--- config.mk ---
export PLATFORM = sky130hd
export DESIGN_NAME = ttf_queue
export DESIGN_NICKNAME = d
export VERILOG_FILES = /design/src/hw/rtl/ttf_pkg.sv /design/src/hw/rtl/ttf_queue.sv
export SDC_FILE = /design/constraint.sdc
export NUM_CORES = 1
export LEC_CHECK = 0
export BUFFER_PORTS_ARGS = -buffer_cell sky130_fd_sc_hd__buf_2
export CORE_AREA = 2 2 236 238
export DETAILED_ROUTE_END_ITERATION = 12
export DIE_AREA = 0 0 238 240
export PLACE_DENSITY = 0.75
export SLEW_MARGIN = 10
export SYNTH_ARGS = -nofsm -noshare
export SYNTH_HDL_FRONTEND = slang
export SYNTH_SLANG_ARGS = --single-unit
--- constraint.sdc ---
create_clock -name i_clk -period 13.85 [get_ports i_clk]
set_clock_uncertainty 0.15 [all_clocks]
set_input_delay 2.77 -clock i_clk [delete_from_list [all_inputs] [get_ports i_clk]]
set_output_delay 2.77 -clock i_clk [all_outputs]
set_load 0.005 [all_outputs]
--- src/hw/rtl/ttf_pkg.sv ---
`timescale 1ns / 1ps
// ----------------------------------------------------------------------------
// ttf_pkg
// shared widths, constants and the triangle job record for the tangent frame core
// ----------------------------------------------------------------------------
package ttf_pkg;

    localparam int POS_W    = 32;
    localparam int TEX_W    = 24;
    localparam int EDGE_W   = POS_W + 1;
    localparam int UV_W     = TEX_W + 1;
    localparam int IN_W     = 3 * POS_W + 2 * TEX_W;
    localparam int AX_W     = 32;
    localparam int NRM_W    = 16;
    localparam int OUT_W    = 6 * AX_W + 3 * NRM_W;
    localparam int SQ_IN_W  = 62;
    localparam int LEN_W    = 31;
    localparam int NUM_W    = 61;
    localparam int QUO_W    = 32;
    localparam int NRM_FRAC = 14;
    localparam int TAN_FRAC = 30;

    localparam int TTF_QUEUE_DEPTH = 2;

    localparam logic [AX_W-1:0] AXIS_ONE = 32'h0001_0000;

    typedef struct packed {
        logic signed [EDGE_W-1:0] e1x;
        logic signed [EDGE_W-1:0] e1y;
        logic signed [EDGE_W-1:0] e1z;
        logic signed [EDGE_W-1:0] e2x;
        logic signed [EDGE_W-1:0] e2y;
        logic signed [EDGE_W-1:0] e2z;
        logic signed [UV_W-1:0]   t1;
        logic signed [UV_W-1:0]   b1;
        logic signed [UV_W-1:0]   t2;
        logic signed [UV_W-1:0]   b2;
    } t_job;

endpackage

--- src/hw/rtl/ttf_queue.sv ---
`timescale 1ns / 1ps
// ----------------------------------------------------------------------------
// ttf_queue
// short job queue between vertex intake and the frame datapath
// ----------------------------------------------------------------------------
module ttf_queue
    import ttf_pkg::*;
#(
    parameter int DEPTH = TTF_QUEUE_DEPTH
) (
    input  logic i_clk,
    input  logic i_rst_n,
    input  logic i_push_valid,
    output logic o_push_ready,
    input  t_job i_push_job,
    output logic o_pop_valid,
    input  logic i_pop_ready,
    output t_job o_pop_job
);

    localparam int PTR_W = (DEPTH > 1) ? $clog2(DEPTH) : 1;
    localparam int CNT_W = $clog2(DEPTH + 1);

    t_job             r_mem [DEPTH];
    logic [PTR_W-1:0] r_wr;
    logic [PTR_W-1:0] r_rd;
    logic [CNT_W-1:0] r_cnt;
    logic             w_push;
    logic             w_pop;

    assign o_push_ready = r_cnt != CNT_W'(DEPTH);
    assign o_pop_valid  = r_cnt != '0;
    assign o_pop_job    = r_mem[r_rd];
    assign w_push       = i_push_valid && o_push_ready;
    assign w_pop        = o_pop_valid && i_pop_ready;

    always_ff @(posedge i_clk) begin
        if (!i_rst_n) begin
            r_wr  <= '0;
            r_rd  <= '0;
            r_cnt <= '0;
        end else begin
            if (w_push) begin
                r_wr <= (r_wr == PTR_W'(DEPTH - 1)) ? '0 : r_wr + 1'b1;
            end
            if (w_pop) begin
                r_rd <= (r_rd == PTR_W'(DEPTH - 1)) ? '0 : r_rd + 1'b1;
            end
            if (w_push && !w_pop) begin
                r_cnt <= r_cnt + 1'b1;
            end else if (w_pop && !w_push) begin
                r_cnt <= r_cnt - 1'b1;
            end
        end
    end

    always_ff @(posedge i_clk) begin
        if (w_push) begin
            r_mem[r_wr] <= i_push_job;
        end
    end

`ifndef SYNTHESIS
    a_cnt_bound: assert property (@(posedge i_clk) disable iff (!i_rst_n)
        r_cnt <= CNT_W'(DEPTH))
        else $error("queue count above depth");
    a_push_grow: assert property (@(posedge i_clk) disable iff (!i_rst_n)
        w_push && !w_pop |=> r_cnt == $past(r_cnt) + 1'b1)
        else $error("queue count did not grow on push");
    a_ptr_gap: assert property (@(posedge i_clk) disable iff (!i_rst_n)
        (r_cnt == '0 || r_cnt == CNT_W'(DEPTH)) |-> r_wr == r_rd)
        else $error("queue pointers disagree with count");
`endif

endmodule

======== Yosys cells after proc, flatten, opt, wreduce, memory -nomap -nowiden ========
Memories as Yosys holds them, arrays and structs flattened. A register that Yosys moved wholly into a read port is not among the register bits.
Cells that the tools add are included.
cells by class
  add/subtract/negate cells ............... 4
  equal/unequal tests ..................... 1
  multiplexer cells ....................... 8
  reduce and logical (&&, ||, !) cells .... 8
operators by type and width
  kind                 count
  $mux 1               6
  $logic_and 1x1->1    4
  $mux 2               2
  $reduce_bool 2->1    2
  $add 1x1->1 const B  2
  $add 2x1->2 const B  1
  $logic_not 1->1      2
  $ne 2x2->1 const B   1
  $sub 2x1->2 const B  1
storage, ports and cells
  register bits ........................... 4
  memory bits (writable) .................. 596
  bits of input ports ..................... 302
  memories kept ........................... 1
memories
  memory  depth  width  read ports  clocked after memory_dff  write ports  RTL line         text
  r_mem   2      298    1           1                         1            ttf_queue.sv:24  t_job r_mem [DEPTH];

======== Longest topological paths before layout ========
  depth in word-level cells ............... 6
  gate-level depth with buffers ........... 6
  mapped depth without buffers ............ 6

======== Worst setup path after synthesis ========
OpenSTA, ideal clock, no wires.
  path type ............................... input-to-reg
  from .................................... input i_push_valid
  to ...................................... memory r_mem[1][0] (netlist bit), enable pin
  library setup time ...................... 699 ps
  data arrival time ....................... 9597 ps
  data required time ...................... 13001 ps
  path slack .............................. 3403 ps
  stages .................................. 1
  path buffers ............................ 0
  cell sequence ........................... and3_1
between the ends
  cells in the longest elaborated chain, start to end .. 3
RTL lines
  element                       RTL line         text
  start: declaration            ttf_queue.sv:13  input logic i_push_valid,
  $logic_and 1x1->1             ttf_queue.sv:34  assign w_push = i_push_valid && o_push_ready;
  $mux 1                        ttf_queue.sv:58  if (w_push) begin
  $mux 1 (implied by the code)  ttf_queue.sv:59  r_mem[r_wr] <= i_push_job;
  end: declaration              ttf_queue.sv:24
No other way between the ends.

==> flow_summary.json <==
{
  "arrival_ns": 2.84,
  "pwr-share-seq_pct": 45.9,
  "status": "finished, final reports clean",
  "drv_slew": 0,
  "yosys_warnings": 0,
  "seq_area_um2": 18000,
  "required_ns": 10.93,
  "fillCellCount": 4391,
  "cts.sinks": 601,
  "critPathCapture": "o_pop_job[144]",
  "fp.dieH_um": 240,
  "r2r_setup_slack_ns": 9.96,
  "timing.final.ws_setup_ns": 8.09,
  "maxCapViolCount": 0,
  "worst_pin_slew_ns": 1.22,
  "ioPinCount": 602,
  "wl_um": 47600,
  "cts.path.max_buffers": 3,
  "ys_top_cells_by_count": "edfxtp_1 (596), mux2_4 (200), mux2_2 (98), buf_6 (26), buf_2 (7)",
  "syn_nets": 1254,
  "grt_pass1_vias": 11400,
  "antenna_found_initial": 14,
  "p_int_w": 0.00383,
  "numCtsBuffers": 59,
  "gp_congestion": 0.780,
  "wire_per_inst_um": 20.3,
  "track_usage_pct": 15.4,
  "cellLeakagePower_nw": 10.8,
  "vdd_drop_max_v": 0.000133,
  "end_kind": "primary output",
  "ff2ff_path_depth": 5,
  "p_per_area_nw_per_um2": 182,
  "die_w_um": 238,
  "slew_headroom_pct": 18.5,
  "path_cells": "buf_12 > mux2_4 > buf_2",
  "setup_viol": 0,
  "crit_type": "reg2out",
  "cpPeakStageDelay_ns": 0.76,
  "synth_top_area_share_pct": 79.3,
  "hold_path.class": "reg2reg",
  "fin_setup_tns_ns": 0,
  "area_delta_synth_final_pct": 24.8,
  "ys.flop_type": "edfxtp_1",
  "vias": 11200,
  "use_met2_pct": 27.1,
  "synth.most_common_cell": "edfxtp_1",
  "nNetsFinal": 1890,
  "placementRows": 86,
  "power_switching_w": 0.00128,
  "synthTopCellsByArea": "edfxtp_1 (79%), mux2_4 (13%), mux2_2 (4.9%)",
  "multi_input_area_um2": 4240,
  "rsz0062_at_grt": "no",
  "synth_seq_area_share_pct": 79.8,
  "first_iter_violations": 518,
  "grt.overflow.total": 0,
  "grt_util_met3_pct": 5.37,
  "synth_top_family_by_area": "multiplexers",
  "cp.buffers_inverters": 2,
  "fmax_ghz": 0.174,
  "synthMuxAreaShare_pct": 18.2,
  "cts.clk_slew.worst_paths_ns": 0.06,
  "grt.met1_usage_pct": 17.5,
  "slowest_stage": "dfxtp_4",
  "synth_edf_count": 596,
  "path_delay_family": "flip-flops",
  "ys_seq_elements": 601,
  "synth_area_um2": 22600,
  "drive_gt1_share_pct": 61.0,
  "port-buffer-count": 601,
  "ctsHoldBuffers": 0,
  "clkPwrFrac_pct": 30.6,
  "synth-simple-area-share_pct": 0.255,
  "ys_types": 20,
  "vias_per_cell": 4.77,
  "rr_endpoint": "r_mem[0][256]$_DFFE_PP_",
  "async_flop_share_pct": 0,
  "hpwl_um": 31400,
  "final_antenna_net_count": 0,
  "synth_adder_area_share_pct": 0.0554,
  "start_util_pct": 41.3,
  "drcViolationCount": 0,
  "core_um2": 54700,
  "startpoint_type": "flip-flop",
  "clk_latency_ns": 0.59,
  "synthCells": 951,
  "path_depth": 3,
  "post-place-ws_ns": 7.73,
  "cts_resized": 0,
  "hold_viol": 0,
  "grt_pass1_wl_um": 66600,
  "die-area_um2": 57100,
  "yosysTopAreaCell": "edfxtp_1",
  "grt_max_degree": 157,
  "cts_tree": "yes",
  "holdCritStartpoint": "r_cnt[1]$_SDFFE_PN0P_",
  "crit_fanout": 135,
  "first_pass_iters": 4,
  "cts_root_buf": "clkbuf_16",
  "grt.busiest_layer": "met2",
  "htree_levels": 2,
  "synth_area_per_cell_um2": 23.7,
  "switching_share_pct": 25.1,
  "rr_startpoint": "r_cnt[0]$_SDFFE_PN0P_",
  "synth_xor_area_share_pct": 0.116,
  "comb_power_share_pct": 23.5,
  "finalCritPeriodShare_pct": 41.6,
  "cts_setup_buffers": 0,
  "period_minus_slack_ns": 5.76,
  "synth_compound_area_share_pct": 0.155
}
==> how the worst min path moves through the flow <==
| stage | end | cells after the start |
|---|---|---|
| global placement | r_cnt[1]$_SDFFE_PN0P_ | 2 |
| CTS | r_cnt[1]$_SDFFE_PN0P_ | 2 |
| detailed placement | flip-flop | 2 |
| global route | r_cnt[1]$_SDFFE_PN0P_ | 2 |
| floorplan | r_cnt[1]$_SDFFE_PN0P_ | 2 |
| finish | r_cnt[1]$_SDFFE_PN0P_ | 2 |
==> final cells by class <==
cell class              instances  area share (%)
repair buffers                608            11.0
clock buffers                  73            5.58
multi-input cells             316            15.1
inverters                       1          0.0400
clock inverters                35            1.17
diodes                          8          0.0711
flip-flops and latches        601            63.9
well taps                     704            3.13
==> power groups by stage <==
| stage | registers (W) | clock network, W | logic (W) |
|---|---|---|---|
| after detailed placement | 0.00239 | 0 | 0.00121 |
| after global placement | 0.00237 | 0 | 0.00120 |
| after floorplan | 0.00242 | 0 | 0.000781 |
| after CTS | 0.00235 | 0.00160 | 0.00122 |
| after global routing | 0.00236 | 0.00167 | 0.00128 |
| final | 0.00235 | 0.00156 | 0.00120 |
==> metrics by stage <==
stage	std cells	utilization, %	instance area, um2	hold WS, ns	total power, W
4_1_cts	2338	51.5	28100	0.429	0.00517
2_1_floorplan	951	-	22600	0.336	0.00320
3_3_place_gp	2230	48.0	26200	0.350	0.00357
5_1_grt	2345	51.5	28200	0.462	0.00532
3_5_place_dp	2230	48.0	26200	0.419	0.00360
6_report	2346	51.5	28200	0.425	0.00511
==> placed cells by master, fill, tap and decap left out, types with 3 or more instances in the layout <==
master / count
clkbuf_16: 61
mux2_2: 98
edfxtp_1: 596
buf_4: 4
clkinv_1: 10
diode_2: 8
mux2_4: 200
bufinv_16: 6
and2_1: 4
clkinvlp_4: 4
buf_2: 601
clkinv_2: 13
clkbuf_1: 12
buf_12: 3
dfxtp_1: 4
==> logic make-up after synthesis <==
family | Yosys count
compound gates | 5
xor+xnor | 3
fa+ha+maj | 1
buf+inv | 34
flops | 601
mux | 298
simple gates | 9
==> state kept, by name (all words and copies together) (netlist names), named ones only <==
register	count
r_mem	596
r_rd	1
r_wr	1
r_cnt	2
==> metal layers <==
layer	vias to the layer above	wire length [um]
met5	-	86
met4	12	1040
met3	73	4060
met2	434	24700
met1	5574	17700
li1	5090	-
==> worst register-to-register path, stage by stage (launching register included) <==
cell      delay, ns
dfxtp_1        0.42
nand2b_1       0.28
nand3b_1       0.29
inv_8          0.54
buf_4          0.90
buf_4          0.89
No activity file was read; power rests on OpenSTA's default activity.
