$ cat src/hw/rtl/ttf_pkg.sv
`timescale 1ns / 1ps
// ----------------------------------------------------------------------------
// ttf_pkg
// shared widths, constants and the triangle job record for the tangent frame core
// ----------------------------------------------------------------------------
package ttf_pkg;

    localparam int POS_W    = 32;
    localparam int TEX_W    = 24;
    localparam int EDGE_W   = POS_W + 1;
    localparam int UV_W     = TEX_W + 1;
    localparam int IN_W     = 3 * POS_W + 2 * TEX_W;
    localparam int AX_W     = 32;
    localparam int NRM_W    = 16;
    localparam int OUT_W    = 6 * AX_W + 3 * NRM_W;
    localparam int SQ_IN_W  = 62;
    localparam int LEN_W    = 31;
    localparam int NUM_W    = 61;
    localparam int QUO_W    = 32;
    localparam int NRM_FRAC = 14;
    localparam int TAN_FRAC = 30;

    localparam int TTF_QUEUE_DEPTH = 2;

    localparam logic [AX_W-1:0] AXIS_ONE = 32'h0001_0000;

    typedef struct packed {
        logic signed [EDGE_W-1:0] e1x;
        logic signed [EDGE_W-1:0] e1y;
        logic signed [EDGE_W-1:0] e1z;
        logic signed [EDGE_W-1:0] e2x;
        logic signed [EDGE_W-1:0] e2y;
        logic signed [EDGE_W-1:0] e2z;
        logic signed [UV_W-1:0]   t1;
        logic signed [UV_W-1:0]   b1;
        logic signed [UV_W-1:0]   t2;
        logic signed [UV_W-1:0]   b2;
    } t_job;

endpackage

$ cat src/hw/rtl/ttf_front.sv
`timescale 1ns / 1ps
// ----------------------------------------------------------------------------
// ttf_front
// vertex intake: holds the first two vertices and forms edge and uv deltas
// ----------------------------------------------------------------------------
module ttf_front
    import ttf_pkg::*;
(
    input  logic            i_clk,
    input  logic            i_rst_n,
    input  logic            i_valid,
    output logic            o_ready,
    input  logic [IN_W-1:0] i_data,
    output logic            o_job_valid,
    input  logic            i_job_ready,
    output t_job            o_job
);

    logic [1:0]              r_phase;
    logic signed [POS_W-1:0] r_hp [6];
    logic signed [TEX_W-1:0] r_ht [4];
    logic signed [POS_W-1:0] w_px, w_py, w_pz;
    logic signed [TEX_W-1:0] w_tu, w_tv;
    logic                    w_third;

    assign w_px    = i_data[POS_W-1:0];
    assign w_py    = i_data[2*POS_W-1:POS_W];
    assign w_pz    = i_data[3*POS_W-1:2*POS_W];
    assign w_tu    = i_data[3*POS_W+TEX_W-1:3*POS_W];
    assign w_tv    = i_data[IN_W-1:3*POS_W+TEX_W];
    assign w_third = r_phase[1];

    assign o_ready     = !w_third || i_job_ready;
    assign o_job_valid = i_valid && w_third;

    always_ff @(posedge i_clk) begin
        if (!i_rst_n) begin
            r_phase <= '0;
        end else if (i_valid && o_ready) begin
            r_phase <= w_third ? 2'd0 : r_phase + 2'd1;
        end
    end

    always_ff @(posedge i_clk) begin
        if (i_valid && !w_third) begin
            if (r_phase[0]) begin
                r_hp[3] <= w_px;
                r_hp[4] <= w_py;
                r_hp[5] <= w_pz;
                r_ht[2] <= w_tu;
                r_ht[3] <= w_tv;
            end else begin
                r_hp[0] <= w_px;
                r_hp[1] <= w_py;
                r_hp[2] <= w_pz;
                r_ht[0] <= w_tu;
                r_ht[1] <= w_tv;
            end
        end
    end

    always_comb begin
        o_job.e1x = EDGE_W'(r_hp[3]) - EDGE_W'(r_hp[0]);
        o_job.e1y = EDGE_W'(r_hp[4]) - EDGE_W'(r_hp[1]);
        o_job.e1z = EDGE_W'(r_hp[5]) - EDGE_W'(r_hp[2]);
        o_job.e2x = EDGE_W'(w_px) - EDGE_W'(r_hp[0]);
        o_job.e2y = EDGE_W'(w_py) - EDGE_W'(r_hp[1]);
        o_job.e2z = EDGE_W'(w_pz) - EDGE_W'(r_hp[2]);
        o_job.t1  = UV_W'(r_ht[2]) - UV_W'(r_ht[0]);
        o_job.b1  = UV_W'(r_ht[3]) - UV_W'(r_ht[1]);
        o_job.t2  = UV_W'(w_tu) - UV_W'(r_ht[0]);
        o_job.b2  = UV_W'(w_tv) - UV_W'(r_ht[1]);
    end

endmodule

$ cat config.mk
export PLATFORM = sky130hd
export DESIGN_NAME = ttf_front
export DESIGN_NICKNAME = d
export VERILOG_FILES = /design/src/hw/rtl/ttf_pkg.sv /design/src/hw/rtl/ttf_front.sv
export SDC_FILE = /design/constraint.sdc
export NUM_CORES = 1
export LEC_CHECK = 0
export BUFFER_PORTS_ARGS = -buffer_cell sky130_fd_sc_hd__buf_2
export CAP_MARGIN = 15
export CORE_UTILIZATION = 35
export DETAILED_ROUTE_END_ITERATION = 10
export PLACE_DENSITY = 0.63
export SETUP_SLACK_MARGIN = 0.4
export SYNTH_ARGS = -nofsm -noshare
export SYNTH_HDL_FRONTEND = slang
export SYNTH_SLANG_ARGS = --single-unit
$ cat constraint.sdc
create_clock -name i_clk -period 21.5 [get_ports i_clk]
set_clock_uncertainty 0.15 [all_clocks]
set_input_delay 1.075 -clock i_clk [delete_from_list [all_inputs] [get_ports i_clk]]
set_output_delay 1.075 -clock i_clk [all_outputs]
set_load 0.005 [all_outputs]
# Yosys cells after proc, flatten, opt, wreduce, memory -nomap -nowiden
# Memory sizes are Yosys's and may differ from the RTL's.
# Cells that the tools add are included.
[word_totals]
register_bits = 2
output_inout_bits = 300
memories = 2
ramBits = 288
wordCells = 46
in_bits = 148
[mem_list]
columns = ["memory", "words", "width", "rd", "rd_ports_with_merged_regs", "wr", "line_no", "text"]
rows = [
  ["r_hp", 6, 32, 6, 0, 3, "ttf_front.sv:20", "logic signed [POS_W-1:0] r_hp [6];"],
  ["r_ht", 4, 24, 4, 0, 2, "ttf_front.sv:21", "logic signed [TEX_W-1:0] r_ht [4];"],
]
[op_classes]
addsub = 11
reduce_logical = 10
mux = 22
[op_table]
columns = ["op", "n"]
rows = [
  ["32-bit by 32-bit subtractor with 33-bit output", 6],
  ["24-bit by 24-bit subtractor with 25-bit output", 4],
  ["32-bit 2-to-1 mux", 3],
  ["32-bit OR reduction", 3],
  ["24-bit 2-to-1 mux", 2],
  ["24-bit OR reduction", 2],
  ["1-bit 2-to-1 mux", 11],
  ["3-bit 2-to-1 mux", 3],
  ["2-bit 2-to-1 mux", 3],
  ["1-bit logical AND", 3],
  ["2-bit by 1-bit adder with 2-bit output (second input constant)", 1],
  ["1-bit logical NOT", 1],
  ["1-bit logical OR", 1],
]

# Logic depth before layout (Yosys ltp)
# Gate-level depths: netlist of run 1.
[depth]
word_depth = 6
depth_mapped = 14
ltp_nobuf = 13

# Worst setup path before layout of run 1
# No wires, ideal clock.
[synth_path]
kind = "input to register"
startpoint = "in i_valid"
endpoint = "mem r_hp[0][0] (enable)"
setup_slack_ps = 9084
required_ps = 20495
setup_time_ps = 855
path_stages = 1
t_arrival_ps = 11411
path_buffers = 0
path_cell_list = "nor3b_1"
[synth_lines]
columns = ["element", "line_no", "text"]
rows = [
  ["start, declared", "ttf_front.sv:11", "input logic i_valid,"],
  ["end, declared", "ttf_front.sv:20", ""],
]

==> impl_metrics.csv, run 1 <==
group,metric,value,unit
place,post-place-ws,15.98,ns
final_layout,area_growth,19.81,%
worst_setup_path,crit_top_cell,"buf_2",
sta,fmax,183.9,MHz
synthesis,synth_top_family_by_area,"compound AO/OA/AOI/OAI gates",
place,hpwl,51390,um
synthesis,async_reset_ff_share,0,%
worst_setup_path,r2r-start,"r_phase[1]",
worst_setup_path,path_cells,"buf_2 -> inv_1 -> ha_1 -> fa_1 -> nor2b_1 -> o21a_2 -> o21ai_2 -> a2111oi_2 -> a21boi_2 -> o21a_1 -> nor3_2 -> a21oi_1 -> a211oi_2 -> xor2_1 -> buf_2",
power,power_density,71.95,mW/mm^2
clock_tree,clock_sinks,290,
synthesis,synth_top_area_share,38.05,%
sta,period_share,25.30,%
synthesis,syn-num-nets,2752,
worst_setup_path,cpPeakStageDelay,0.49,ns
power,power.leakage,12.44,nW
clock_tree,ctsResizeCount,0,
global_routing,grt-ovfl-total,0,
route,drtIter0Drc,1012,
worst_setup_path,crit_required,20.28,ns
clock_tree,numCtsBuffers,37,
global_routing,track_usage,18.85,%
die,start_util,35.32,%
synthesis,synth-main-ff-cell,"edfxtp_1",
route,wl_per_cell,17.31,um
clock_tree,clk_pin_slew_worst_paths,0.05,ns
sta,slew_violations,0,
clock_tree,cts_tree,"done",
synthesis,synth.avg_cell_area,9.857,sq um
synthesis,synthMuxAreaShare,0.09358,%
die,fp.dieH,256.8,um
worst_setup_path,end_kind,"primary output",
synthesis,synth_edf_count,288,
clock_tree,cts_root_buf,"clkbuf_16",
global_routing,antenna_found_initial,14,
synthesis,synth_compound_area_share,20.53,%
synthesis,synthTopCellsByCount,"edfxtp_1, ha_1, inv_1",
final_layout,fin_nets,3230,
sta,rsz0062_at_grt,"no",
route,routed_wl,63520,um
synthesis,syn_area,0.02273,sq mm
route,avgViaCountPerCell,5.047,
min_path,min_from,"r_phase[0]",
die,core_area,0.06435,sq mm
global_routing,grt_pass1_vias,17991,
min_path,hp-class,"flop to flop",
synthesis,synth_area_leaders,"edfxtp_1, ha_1, xnor2_1, a21oi_1, inv_1",
clock_tree,htree_levels,2,
worst_setup_path,crit_start,"i_data[64]",
sta,maxSlewHeadroom,37.15,%
synthesis,seq_area_frac_synth,38.22,%
synthesis,synth_seq_cells,290,
route,vias,18523,
clock_tree,cts_max_path_buffers,3,
sta,finalSetupViolCount,0,
synthesis,synth_area_leader_cell,"edfxtp_1",
sta,fin_hold_ws,0.4078,ns
clock_tree,hold_buffers,0,
worst_setup_path,cp-start-kind,"input port",
worst_setup_path,cp_slowest_cell,"a2111oi_2",
outcome,status,"completed",
place,port_buffers,447,
synthesis,synth-simple-area-share,10.88,%
worst_setup_path,path_class,"input port to primary output",
die,die_x,256.8,um
synthesis,yosys.area_share.adder,16.73,%
route,first_pass_iters,5,
sta,finalSetupTns,0,ns
power,total_power,0.001959,W
sta,hold_violations,0,
clock_tree,clock_latency,0.54,ns
place,globalplace.congestion,0.9286,
route,ant_nets,0,
sta,timing.final.ws_setup,16.06,ns
power,irDropWorstVdd,0.00005383,V
final_layout,drive_gt1_share,19.49,%
die,rows,93,
synthesis,yosys.cell_types.count,84,
synthesis,syn-instance-count,2306,
worst_setup_path,path_max_fanout,4,
die,ioPinCount,448,
run,maxCapViolCount,0,
route,drc,0,
sta,post-route-min-period,5.439,ns
final_layout,fillCellCount,6327,
synthesis,synth_xor_area_share,9.170,%
sta,tightest_slew,0.9428,ns
global_routing,grt_pass1_wl,98140,um
clock_tree,cts_setup_buffers,0,
worst_setup_path,crit_arrival,4.21,ns
die,design.die.area,0.06597,sq mm
global_routing,grt_max_degree,146,
synthesis,yosys_warnings,0,
report_power, final:
group | leakage [nW] | total [W] | internal [W] | switching [W]
Sequential | 2.71 | 0.000668 | 0.000660 | 0.00000823
Clock | 0.559 | 0.000606 | 0.000355 | 0.000251
Combinational | 9.17 | 0.000685 | 0.000292 | 0.000394
Total | 12.4 | 0.00196 | 0.00131 | 0.000653
cell usage in the layout (no fill, tap or decap), types with 7 or more instances in the layout:
master / synthesis / layout
buf_2: 2 / 447
ha_1: 288 / 288
edfxtp_1: 288 / 288
inv_1: 252 / 252
a21oi_1: 209 / 209
xnor2_1: 162 / 162
nor2_1: 146 / 145
nand2_1: 133 / 133
a21o_1: 115 / 115
o21ai_0: 105 / 105
xor2_1: 76 / 76
o21a_1: 48 / 48
nor2b_1: 44 / 44
nand3_1: 43 / 43
clkbuf_16: 0 / 37
nand2b_1: 32 / 32
o21bai_1: 30 / 30
nor3_1: 28 / 28
a31oi_1: 25 / 25
a211oi_1: 23 / 23
nand4_1: 22 / 22
and3_1: 21 / 21
o21ai_1: 17 / 17
and2_1: 11 / 11
o211ai_1: 11 / 11
or3_1: 11 / 11
fa_1: 10 / 10
a21boi_0: 9 / 9
o31a_1: 7 / 7
clkbuf_1: 10 / 7
routing by layer:
layer  wire length (um)  track usage [%]
met1              27940            23.67
met2              30010            31.66
met4               1645            5.903
met3               3848            4.646
met5                 75                0
path summary, 6_finish.rpt:
| path | end | slack, ns | cells after the start |
|---|---|---|---|
| setup reg to reg | r_hp[0][18] | 18.87 | 3 |
| setup / recovery | o_job[130] | 16.06 | 15 |
| hold reg to reg | r_phase[0] | 0.41 | 2 |
| hold / removal | r_phase[0] | 0.41 | 2 |
worst max-delay path: cells and delay by family:
| family | cells | cell delay [ns] |
|---|---|---|
| AOI/OAI and AO/OA | 7 | 1.73 |
| adders and majority gates | 2 | 0.62 |
| and+or+nand+nor | 2 | 0.34 |
| buffers and inverters | 3 | 0.27 |
| xor gates and xnor gates | 1 | 0.18 |
final cells by class:
cell class,instances,area (sq um),share of cell area [%]
multi-input combinational,1752,13060,47.96
sequential,290,8688,31.90
timing repair buffer,451,2280,8.371
tap,855,1070,3.928
clock buffer,44,952.2,3.496
inverter,252,945.9,3.473
clock inverter,22,225.2,0.8270
antenna,4,10.01,0.03676
flip-flops by register name, summed over array words and instances (netlist names):
name / flops
r_hp: 192
r_ht: 96
r_phase: 2
per-stage QoR:
stage	instances	instance area [sq um]	util, %
after floorplan	2306	22730	-
after global placement	3600	26050	40.48
after detailed placement	3600	26050	40.48
after CTS	3666	27220	42.30
after global routing	3668	27230	42.31
final	3670	27230	42.32
cells by family (layout without fill, tap and decap cells):
logic type | after synthesis | after routing
and+or+nand+nor | 516 | 516
other | 0 | 4
DFF | 290 | 290
muxes | 2 | 2
buffers and inverters | 264 | 769
xor gates and xnor gates | 238 | 238
AOI/OAI and AO/OA | 698 | 698
adders and majority gates | 298 | 298
(Power assumes the default switching activity.)
==> run 2, diff against run 1 <==
- ABC_AREA: default -> 1
- clock period: 21.5 -> 4.6 ns (I/O delays scaled with it)
==> run 2 against run 1 <==
  * Combinational power grew to 6.1 times the previous value
  * Worst hold slack worse by 0.19 ns
  * Synthesized cell count increased by 110%
  * Register-to-register slack lost 17 ns
  * Critical path depth decreased by 3
  * Die area rose by 34%
  * First-iteration DRC count increased by 80%
  * Count of clock-buffer cells in the layout is 3 lower
  * Wire length is 57% higher
  * Clock power increased to 4.1 times the previous value
  * Highest routed layer unchanged
  * Sequential power increased to 4.7 times the previous value
==> impl_metrics.csv, run 2 <==
group,metric,value,unit
global_routing,grt_pass1_wl,154700,um
global_routing,antenna_found_initial,8,
global_routing,grt_max_degree,145,
synthesis,synth_seq_cells,290,
power,irDropWorstVdd,0.0001747,V
route,first_pass_iters,5,
worst_setup_path,timing.rr.end,"r_ht[3][23]",
synthesis,synth_area_leader_cell,"edfxtp_1",
worst_setup_path,path_max_fanout,5,
clock_tree,cts_setup_buffers,0,
clock_tree,cts_tree,"done",
place,globalplace.congestion,0.9548,
synthesis,syn-num-nets,5316,
route,vias,30757,
die,start_util,35.59,%
clock_tree,clock_sinks,290,
clock_tree,clk_pin_slew_worst_paths,0.06,ns
synthesis,synthTopCellsByCount,"nand2_1, inv_1, nor2_1",
clock_tree,ctsResizeCount,0,
route,ant_nets,0,
final_layout,final_cell_mix,"nand2_1, inv_1, buf_2",
route,drc,0,
worst_setup_path,crit_required,4.22,ns
clock_tree,cts_max_path_buffers,3,
die,die_x,297.4,um
worst_setup_path,path_class,"flop to primary output",
global_routing,grt_pass1_vias,29145,
synthesis,syn-instance-count,4870,
synthesis,synth_area_leaders,"edfxtp_1, nand2_1, inv_1, ha_1, nor2_1",
worst_setup_path,end_kind,"primary output",
synthesis,synth-main-ff-cell,"edfxtp_1",
place,post-place-ws,2.003,ns
worst_setup_path,rrSetupSlack,2.34,ns
global_routing,grt-ovfl-total,0,
power,power.leakage,21.55,nW
run,maxCapViolCount,0,
synthesis,seq_area_frac_synth,28.45,%
die,fp.dieH,297.4,um
place,port_buffers,447,
final_layout,drive_gt1_share,10.57,%
sta,maxSlewHeadroom,39.37,%
final_layout,largest_reg_flops,192,
worst_setup_path,crit_end,"o_job[72]",
clock_tree,clock_latency,0.54,ns
worst_setup_path,cp-start-kind,"flop",
die,design.die.area,0.08844,sq mm
min_path,hp-class,"input port to flop",
global_routing,track_usage,21.95,%
die,rows,107,
sta,period_share,69.04,%
synthesis,synth.most_common_cell,"nand2_1",
synthesis,synth_edf_count,288,
synthesis,yosys.cell_types.count,29,
worst_setup_path,r2r-start,"r_phase[1]",
clock_tree,numCtsBuffers,34,
final_layout,reg_top3,"r_hp x192, r_ht x96, r_phase x2",
die,ioPinCount,448,
sta,rsz0062_at_grt,"no",
final_layout,largest_register,"r_hp",
clock_tree,cts_root_buf,"clkbuf_16",
clock_tree,htree_levels,2,
synthesis,syn_area,0.03054,sq mm
sta,finalSetupTns,0,ns
final_layout,fin_nets,5947,
sta,hold_violations,0,
synthesis,synth.avg_cell_area,6.271,sq um
die,core_area,0.08582,sq mm
place,hpwl,85400,um
worst_setup_path,worstRegToRegCells,5,
worst_setup_path,crit_start,"r_ht[1][0]",
sta,fmax,314.9,MHz
sta,slew_violations,0,
sta,timing.final.ws_setup,1.424,ns
sta,tightest_slew,0.9095,ns
synthesis,yosys_warnings,0,
outcome,status,"completed",
route,drtIter0Drc,1825,
synthesis,synth_top_area_share,28.32,%
power,power_density,267.2,mW/mm^2
worst_setup_path,crit_arrival,2.80,ns
route,avgViaCountPerCell,4.611,
sta,finalSetupViolCount,0,
synthesis,async_reset_ff_share,0,%
sta,post-route-min-period,3.176,ns
clock_tree,hold_buffers,148,
route,wl_per_cell,14.99,um
final_layout,layout_commonest_cell,"nand2_1",
final_layout,area_growth,20.36,%
route,routed_wl,99990,um
==> run 2: changes by cell type after synthesis, sizes merged, moves of 37 or more <==
| cell | change |
|---|---|
| a21o | -109 |
| inv | +888 |
| nand2 | +1894 |
| nand3 | +180 |
| nand4 | +37 |
| nor2 | +210 |
| nor2b | -44 |
| o21a | -50 |
| o21ai | -97 |
| xnor2 | -136 |
| xor2 | +42 |
==> run 2: report_power, final <==
| group | internal (W) | switching (W) |
|---|---|---|
| combinational | 0.00152 | 0.00269 |
| sequential | 0.00309 | 0.0000422 |
| clock | 0.00139 | 0.00109 |
| total | 0.00600 | 0.00383 |
==> run 2: final cells by class <==
cell class                      count  area [sq um]
Inverter                         1140          4279
Clock inverter                     17         93.84
Tap cell                         1144          1431
Sequential cell                   290          8690
Fill cell                        9089         49060
Antenna cell                        3         7.507
Clock buffer                       41         898.4
Multi-Input combinational cell   3437         17580
Timing Repair Buffer              598          3779
==> run 2: metal layers <==
metal	global-route usage, %	up-vias	share of wire (%)
met5	0	-	0.055
met2	37.73	704	47
li1	-	16149	-
met4	6.480	8	2.9
met3	3.206	145	5.0
met1	28.32	13751	46
==> run 2: cells by family after synthesis <==
family | synth area share [%]
AND/OR/NAND/NOR | 36.15
buffers and inverters | 14.09
adder cells (fa/ha/maj) | 12.46
flip-flops | 28.45
AO/OA/AOI/OAI | 4.732
XOR/XNOR | 4.130
==> run 2: stage by stage <==
stage / power, W / std cells / util, % / area [sq um] / hold WS (ns)
3_3_place_gp: 0.007239 / 6461 / 39.94 / 34270 / 0.2830
3_5_place_dp: 0.007262 / 6461 / 39.94 / 34270 / 0.2873
4_1_cts: 0.009896 / 6667 / 42.82 / 36750 / 0.1799
2_1_floorplan: 0.005675 / 4870 / - / 30570 / 0.1789
5_1_grt: 0.01047 / 6670 / 42.83 / 36760 / 0.2350
6_report: 0.009822 / 6670 / 42.83 / 36760 / 0.2198
==> run 2: worst min path at each step <==
stage | end | startpoint | cells past startpoint | slack, ns
CTS | r_phase[0] | i_job_ready | 6 | 0.18
global placement | r_hp[0][32] | i_data[32] | 1 | 0.28
finish | r_phase[0] | i_job_ready | 6 | 0.22
floorplan | r_hp[0][0] | i_data[0] | 0 | 0.18
global route | r_phase[0] | i_job_ready | 6 | 0.23
detailed placement | r_ht[0][0] | i_data[96] | 1 | 0.29
==> run 2: worst max-delay path, cell delays in order, from the launching register on <==
cell and delay, ns:
edfxtp_1 0.39, ha_1 0.26, fa_1 0.47, inv_1 0.11, nand3_1 0.09, nand3_1 0.20, nand2_1 0.08, nand2_1 0.13
nand2_1 0.13, nand3_1 0.11, nand2_1 0.05, nand2_1 0.10, buf_2 0.15
